**src/rtl/vector_distance_euclid_cosine_top_defines.svh**
```systemverilog
// Assertion macros shared by the vector distance RTL.
// Each macro expects clk and rst to be in scope at the point of use.
`ifndef VECTOR_DISTANCE_EUCLID_COSINE_TOP_DEFINES_SVH
`define VECTOR_DISTANCE_EUCLID_COSINE_TOP_DEFINES_SVH

// Same-cycle implication, disabled during reset.
`define VDEC_ASSERT_NOW(label, ante, cons, msg) \
  label: assert property (@(posedge clk) disable iff (rst) (ante) |-> (cons)) else $error(msg);

// Next-cycle implication, disabled during reset.
`define VDEC_ASSERT_NEXT(label, ante, cons, msg) \
  label: assert property (@(posedge clk) disable iff (rst) (ante) |=> (cons)) else $error(msg);

`endif

```
**src/rtl/vdec_pkg.sv**
```systemverilog
// Package for the vector distance block: widths, codes, control structs.
// No dependencies; used by vdec_mul, vdec_iter and the top level through scoped names.
package vdec_pkg;

  localparam int ELEM_WIDTH = 16;
  localparam int SUM_W      = 48;
  localparam int MUL_W      = 25;
  localparam int PROD_W     = 2 * MUL_W;
  localparam int CHUNK_W    = 24;
  localparam int RAD_W      = 2 * SUM_W;
  localparam int REM_W      = SUM_W + 3;
  localparam int DIST_W     = 37;
  localparam int Q_W        = 17;
  localparam int ROOT_STEPS = SUM_W;
  localparam int DIV_STEPS  = Q_W;
  localparam int STEP_CNT_W = 6;
  localparam int PHASE_LAST = 4;

  localparam logic [DIST_W-1:0] ONE_Q16  = DIST_W'(65536);
  localparam logic [DIST_W-1:0] TWO_Q16  = DIST_W'(131072);
  localparam logic [Q_W-1:0]    Q_ONE    = Q_W'(65536);
  localparam logic [DIST_W-1:0] DIST_MAX = {DIST_W{1'b1}};

  typedef enum logic [3:0] {
    ST_IDLE, ST_ACC, ST_FIN, ST_NPROD, ST_SQST, ST_ROOT, ST_CHK, ST_DIV, ST_OUT
  } state_t;

  typedef enum logic {
    OP_SQRT,
    OP_DIV
  } op_t;

  typedef struct packed {
    logic start;
    op_t  op;
  } iter_ctl_t;

  typedef struct packed {
    logic busy;
    logic done;
  } iter_sts_t;

  // Sign-extend the low ELEM_WIDTH bits of an element to the multiplier width.
  function automatic logic signed [MUL_W-1:0] sext_elem(input logic [15:0] x);
    return $signed({{(MUL_W - ELEM_WIDTH){x[ELEM_WIDTH-1]}}, x[ELEM_WIDTH-1:0]});
  endfunction

endpackage

```
**src/rtl/vdec_mul.sv**
```systemverilog
// Shared signed multiplier with a registered product.
// Depends on vdec_pkg.
module vdec_mul (
  input  logic                                 clk,
  input  logic signed [vdec_pkg::MUL_W-1:0]    x,
  input  logic signed [vdec_pkg::MUL_W-1:0]    y,
  output logic signed [vdec_pkg::PROD_W-1:0]   p
);

  // Register the product
  always_ff @(posedge clk) begin
    p <= x * y;
  end

endmodule

```
**config.mk**
```make
export PLATFORM = sky130hd
export DESIGN_NAME = vdec_mul
export DESIGN_NICKNAME = d
export VERILOG_FILES = /design/src/rtl/vector_distance_euclid_cosine_top_defines.svh /design/src/rtl/vdec_pkg.sv /design/src/rtl/vdec_mul.sv
export SDC_FILE = /design/constraint.sdc
export NUM_CORES = 2
export LEC_CHECK = 0
export ABC_AREA = 1
export BUFFER_PORTS_ARGS = -buffer_cell sky130_fd_sc_hd__buf_2
export CORE_UTILIZATION = 30
export CTS_BUF_LIST = sky130_fd_sc_hd__clkbuf_4 sky130_fd_sc_hd__clkbuf_8 sky130_fd_sc_hd__clkbuf_16
export DETAILED_ROUTE_END_ITERATION = 10
export MAX_ROUTING_LAYER = met4
export PLACE_DENSITY_LB_ADDON = 0.1
export SLEW_MARGIN = 20
export SYNTH_ARGS = -nofsm -noshare
export SYNTH_HDL_FRONTEND = slang
export SYNTH_SLANG_ARGS = --single-unit
```
**constraint.sdc**
```tcl
create_clock -name clk -period 9.8 [get_ports clk]
set_input_delay 0.98 -clock clk [delete_from_list [all_inputs] [get_ports clk]]
set_output_delay 0.98 -clock clk [all_outputs]
set_load 0.02 [all_outputs]
```
==> report_table.html <==
<table>
<tr><th>Metric</th><th>Value</th></tr>
<tr><th colspan="2">Layout</th></tr>
<tr><td>Layout cells sized above 1</td><td>0.05283</td></tr>
<tr><td>Number of filler cells placed in the layout</td><td>9496</td></tr>
<tr><td>Largest registers ranked by flip-flop count</td><td>p: 50 flops</td></tr>
<tr><td>Final std cell area, no fill</td><td>28070 µm²</td></tr>
<tr><td>Max FFs per register</td><td>50</td></tr>
<tr><td>Area Growth Syn to Fin</td><td>6.346%</td></tr>
<tr><td>Final-stage net count</td><td>4313</td></tr>
<tr><td>Register bank with the most flops</td><td>p</td></tr>
<tr><th colspan="2">STA</th></tr>
<tr><td>Fin. Hold Viols</td><td>0</td></tr>
<tr><td>Slew Limit Headroom</td><td>0.4342</td></tr>
<tr><td>Max Clock Freq</td><td>129.3 MHz</td></tr>
<tr><td>Worst-Margin Slew</td><td>0.8487 ns</td></tr>
<tr><td>Min Clock Period, post-route</td><td>7.734 ns</td></tr>
<tr><td>Fin crit share</td><td>0.7892</td></tr>
<tr><td>Setup TNS after final layout</td><td>0 ns</td></tr>
<tr><td>Fin. max-slew vios</td><td>0</td></tr>
<tr><td>Setup repair after global routing missed its margin</td><td>false</td></tr>
<tr><td>Final setup fails</td><td>0</td></tr>
<tr><th colspan="2">GRT</th></tr>
<tr><td>First-pass GRT wire length</td><td>127.8 mm</td></tr>
<tr><td>Initial antenna violation count</td><td>4</td></tr>
<tr><td>Overall Global Routing Usage</td><td>0.1914</td></tr>
<tr><td>Congestion Overflow GR</td><td>0</td></tr>
<tr><td>Largest net degree at the start of global routing</td><td>26</td></tr>
<tr><td>Vias in the first global route</td><td>22090</td></tr>
<tr><th colspan="2">Synth</th></tr>
<tr><td>Adder-Cell Fraction of Synth Area</td><td>0.5658</td></tr>
<tr><td>Share of the yosys chip area belonging to registers</td><td>0.03792</td></tr>
<tr><td>Post-synthesis cell area</td><td>26400 µm²</td></tr>
<tr><td>Predominant post-synthesis flop cell</td><td>sky130_fd_sc_hd__dfxtp_1</td></tr>
<tr><td>Mean instance size in the synthesized netlist</td><td>7.564 µm²</td></tr>
<tr><td>Simple-gate portion of the synthesized area</td><td>0.1806</td></tr>
<tr><td>Number of warning messages in the yosys log</td><td>0</td></tr>
<tr><td>Combinational family with the most area after synthesis</td><td>adder cells</td></tr>
<tr><td>Xor/xnor share of the synthesized area</td><td>0.01028</td></tr>
<tr><td>Count of unique library cells instantiated by Yosys</td><td>28</td></tr>
<tr><td>Synthesized Nets</td><td>4340</td></tr>
<tr><td>Number of enable flip-flop cells after synthesis</td><td>0</td></tr>
<tr><td>Flip-flop and latch count after synthesis</td><td>50</td></tr>
<tr><td>Compound-cell area share of the yosys netlist</td><td>0.01299</td></tr>
<tr><td>Synth Instances</td><td>3490</td></tr>
<tr><td>Mux contribution to synthesized area</td><td>0</td></tr>
<tr><td>Share of flip-flops with an asynchronous set or reset after synthesis</td><td>0</td></tr>
<tr><th colspan="2">Die</th></tr>
<tr><td>Area inside the core boundary</td><td>87020 µm²</td></tr>
<tr><td>Die X</td><td>298.6 µm</td></tr>
<tr><td>Initial Util</td><td>0.3034</td></tr>
<tr><td>Die Height</td><td>298.6 µm</td></tr>
<tr><td>Count of pins on the block boundary</td><td>101</td></tr>
<tr><td>Full die area</td><td>89190 µm²</td></tr>
<tr><td>Number of rows in the core area</td><td>108</td></tr>
<tr><th colspan="2">Worst setup path</th></tr>
<tr><td>Cell type group with the largest total delay on the critical path</td><td>adder cells</td></tr>
<tr><td>Endpoint kind of the worst setup timing path</td><td>flip-flop</td></tr>
<tr><td>Max stage delay cell, worst path</td><td>sky130_fd_sc_hd__fa_1</td></tr>
<tr><td>Data arrival, critical path</td><td>7.93 ns</td></tr>
<tr><td>Critical-path maximum fanout</td><td>25</td></tr>
<tr><td>Data required time at the worst endpoint</td><td>9.99 ns</td></tr>
<tr><td>CP Cell Sequence</td><td>buf_2 -&gt; nand2_1 -&gt; inv_1 -&gt; fa_1 -&gt; inv_1 -&gt; fa_1 -&gt; inv_1 -&gt; fa_1 -&gt; inv_1 -&gt; fa_1 -&gt; inv_1 -&gt; fa_1 -&gt; fa_1 -&gt; inv_1 -&gt; fa_1 -&gt; inv_1 -&gt; ha_1 -&gt; nand2_1 -&gt; nor2_1 -&gt; nand2_1 -&gt; nor3_2 -&gt; nand3_1 -&gt; nand4_1 -&gt; nand2_1</td></tr>
<tr><td>Count of buffering cells on the critical path with inverters included</td><td>8</td></tr>
<tr><td>CP Launch Type</td><td>input pin</td></tr>
<tr><td>Max stage delay on crit path</td><td>0.91 ns</td></tr>
<tr><td>CP Class</td><td>in -&gt; reg</td></tr>
<tr><th colspan="2">Clock network</th></tr>
<tr><td>Post_cts resized</td><td>0</td></tr>
<tr><td>Clock tree from TritonCTS</td><td>yes</td></tr>
<tr><td>Number of buffers added for setup after CTS</td><td>0</td></tr>
<tr><td>Clock sink count</td><td>50</td></tr>
<tr><td>Hold Buf Count CTS</td><td>0</td></tr>
<tr><td>Cts bufs inserted</td><td>5</td></tr>
<tr><td>Bufs on Longest Clock Path</td><td>2</td></tr>
<tr><td>Maximum level of the CTS H-tree</td><td>2</td></tr>
<tr><td>Clock root buffer</td><td>sky130_fd_sc_hd__clkbuf_16</td></tr>
<tr><td>Clk slew on worst S/H paths</td><td>0.07 ns</td></tr>
<tr><th colspan="2">Placed design</th></tr>
<tr><td>PortBufs</td><td>100</td></tr>
<tr><td>Weighted congestion at the end of routability-driven global placement</td><td>0.8716</td></tr>
<tr><td>Instance area after placement</td><td>27900 µm²</td></tr>
<tr><td>DPL Wire Length</td><td>67.70 mm</td></tr>
<tr><th colspan="2">Route</th></tr>
<tr><td>Antenna violation net count after detailed routing</td><td>0</td></tr>
<tr><td>Vias per inst</td><td>4.224</td></tr>
<tr><td>Length of the first detailed-routing pass in iterations</td><td>5</td></tr>
<tr><td>DRC violations left</td><td>0</td></tr>
<tr><td>Final routed wire length divided by cell count</td><td>16.79 µm</td></tr>
<tr><td>Routed Wire Length</td><td>77.60 mm</td></tr>
<tr><td>Drt initial violations</td><td>813</td></tr>
<tr><td>Overall via count from detail_route</td><td>19530</td></tr>
<tr><th colspan="2">Run status</th></tr>
<tr><td>Outcome</td><td>finished clean</td></tr>
<tr><th colspan="2">Hold path</th></tr>
<tr><td>Worst min path class</td><td>in -&gt; reg</td></tr>
<tr><th colspan="2">Flow run</th></tr>
<tr><td>Max-cap viol count</td><td>0</td></tr>
</table>
[Yosys cell counts, types with 2 or more instances]
| cell | instances | area share |
|---|---|---|
| sky130_fd_sc_hd__inv_2 | 14 | 0.0020 |
| sky130_fd_sc_hd__nand3b_1 | 3 | 0.00085 |
| sky130_fd_sc_hd__nor3_2 | 8 | 0.0030 |
| sky130_fd_sc_hd__inv_1 | 1190 | 0.17 |
| sky130_fd_sc_hd__nand3_2 | 4 | 0.0015 |
| sky130_fd_sc_hd__o21bai_1 | 6 | 0.0017 |
| sky130_fd_sc_hd__nor2_1 | 86 | 0.012 |
| sky130_fd_sc_hd__fa_1 | 658 | 0.50 |
| sky130_fd_sc_hd__dfxtp_1 | 50 | 0.038 |
| sky130_fd_sc_hd__a21o_1 | 2 | 0.00057 |
| sky130_fd_sc_hd__ha_1 | 141 | 0.067 |
| sky130_fd_sc_hd__a21oi_1 | 44 | 0.0083 |
| sky130_fd_sc_hd__nor2_4 | 3 | 0.0013 |
| sky130_fd_sc_hd__o21ai_0 | 9 | 0.0017 |
| sky130_fd_sc_hd__clkbuf_1 | 148 | 0.021 |
| sky130_fd_sc_hd__nor2_2 | 16 | 0.0038 |
| sky130_fd_sc_hd__or2_2 | 7 | 0.0017 |
| sky130_fd_sc_hd__xor2_1 | 20 | 0.0066 |
| sky130_fd_sc_hd__xnor2_1 | 11 | 0.0036 |
| sky130_fd_sc_hd__nand2_1 | 995 | 0.14 |
| sky130_fd_sc_hd__nand2_2 | 7 | 0.0017 |
| sky130_fd_sc_hd__nor3_1 | 7 | 0.0013 |
| sky130_fd_sc_hd__nand3_1 | 41 | 0.0078 |
| sky130_fd_sc_hd__nand4_1 | 16 | 0.0038 |
[cell type report]
| cell class | instances | area, µm² | area share |
|---|---|---|---|
| repair buffers | 115 | 613.1 | 0.02184 |
| well taps | 1155 | 1445 | 0.05148 |
| inverters | 1204 | 4519 | 0.1610 |
| clock buffers | 5 | 125.1 | 0.004457 |
| diodes | 3 | 7.507 | 0.0002674 |
| clock inverters | 3 | 43.79 | 0.001560 |
| flip-flops and latches | 50 | 1001 | 0.03565 |
| multi-input cells | 2087 | 20320 | 0.7238 |
[cells in the final DEF, fill, tap and decap left out, types with 2 or more instances in the layout]
master	instances
sky130_fd_sc_hd__inv_1	1190
sky130_fd_sc_hd__nand2_1	995
sky130_fd_sc_hd__fa_1	658
sky130_fd_sc_hd__ha_1	141
sky130_fd_sc_hd__buf_2	100
sky130_fd_sc_hd__nor2_1	86
sky130_fd_sc_hd__dfxtp_1	50
sky130_fd_sc_hd__a21oi_1	44
sky130_fd_sc_hd__nand3_1	41
sky130_fd_sc_hd__xor2_1	20
sky130_fd_sc_hd__nor2_2	16
sky130_fd_sc_hd__nand4_1	16
sky130_fd_sc_hd__buf_4	15
sky130_fd_sc_hd__inv_2	14
sky130_fd_sc_hd__xnor2_1	11
sky130_fd_sc_hd__o21ai_0	9
sky130_fd_sc_hd__nor3_2	8
sky130_fd_sc_hd__nand2_2	7
sky130_fd_sc_hd__or2_2	7
sky130_fd_sc_hd__nor3_1	7
sky130_fd_sc_hd__o21bai_1	6
sky130_fd_sc_hd__clkbuf_16	5
sky130_fd_sc_hd__nand3_2	4
sky130_fd_sc_hd__diode_2	3
sky130_fd_sc_hd__nor2_4	3
sky130_fd_sc_hd__nand3b_1	3
sky130_fd_sc_hd__a21o_1	2
[cells by family (layout without fill, tap and decap cells)]
logic type      count (synthesis)  count (layout)
compound gates                 63              63
xor+xnor                       31              31
fa+ha+maj                     799             799
buf+inv                      1353            1327
flops                          50              50
other cells                     0               3
simple gates                 1194            1194
[final timing paths]
check / startpoint / endpoint / slack, ns / cells after the start
hold / removal: y[0] / p[0]$_DFF_P_ / 1.18 / 3
setup / recovery: x[24] / p[41]$_DFF_P_ / 2.07 / 24
[metrics by stage]
| step | std cells | hold slack (ns) | utilization | setup slack [ns] |
|---|---|---|---|---|
| after floorplan | 3490 | 1.260 | - | 2.622 |
| after global placement | 4611 | 1.396 | 0.3206 | 1.722 |
| after detailed placement | 4611 | 1.395 | 0.3206 | 1.675 |
| after CTS | 4619 | 1.177 | 0.3225 | 1.950 |
| after global routing | 4622 | 1.210 | 0.3226 | 1.524 |
| final | 4622 | 1.177 | 0.3226 | 2.066 |
[metal layers]
layer | wire length [µm] | vias up | GRT usage
met5 | 0 | - | -
li1 | - | 9382 | -
met2 | 40390 | 257 | 0.3467
met4 | 721 | 0 | 0.01844
met1 | 34660 | 9841 | 0.2433
met3 | 1825 | 45 | 0.008651
Power is left out: the tool's default activity adds up to more than one toggle a clock period on the data nets, which glitch-free logic cannot reach.
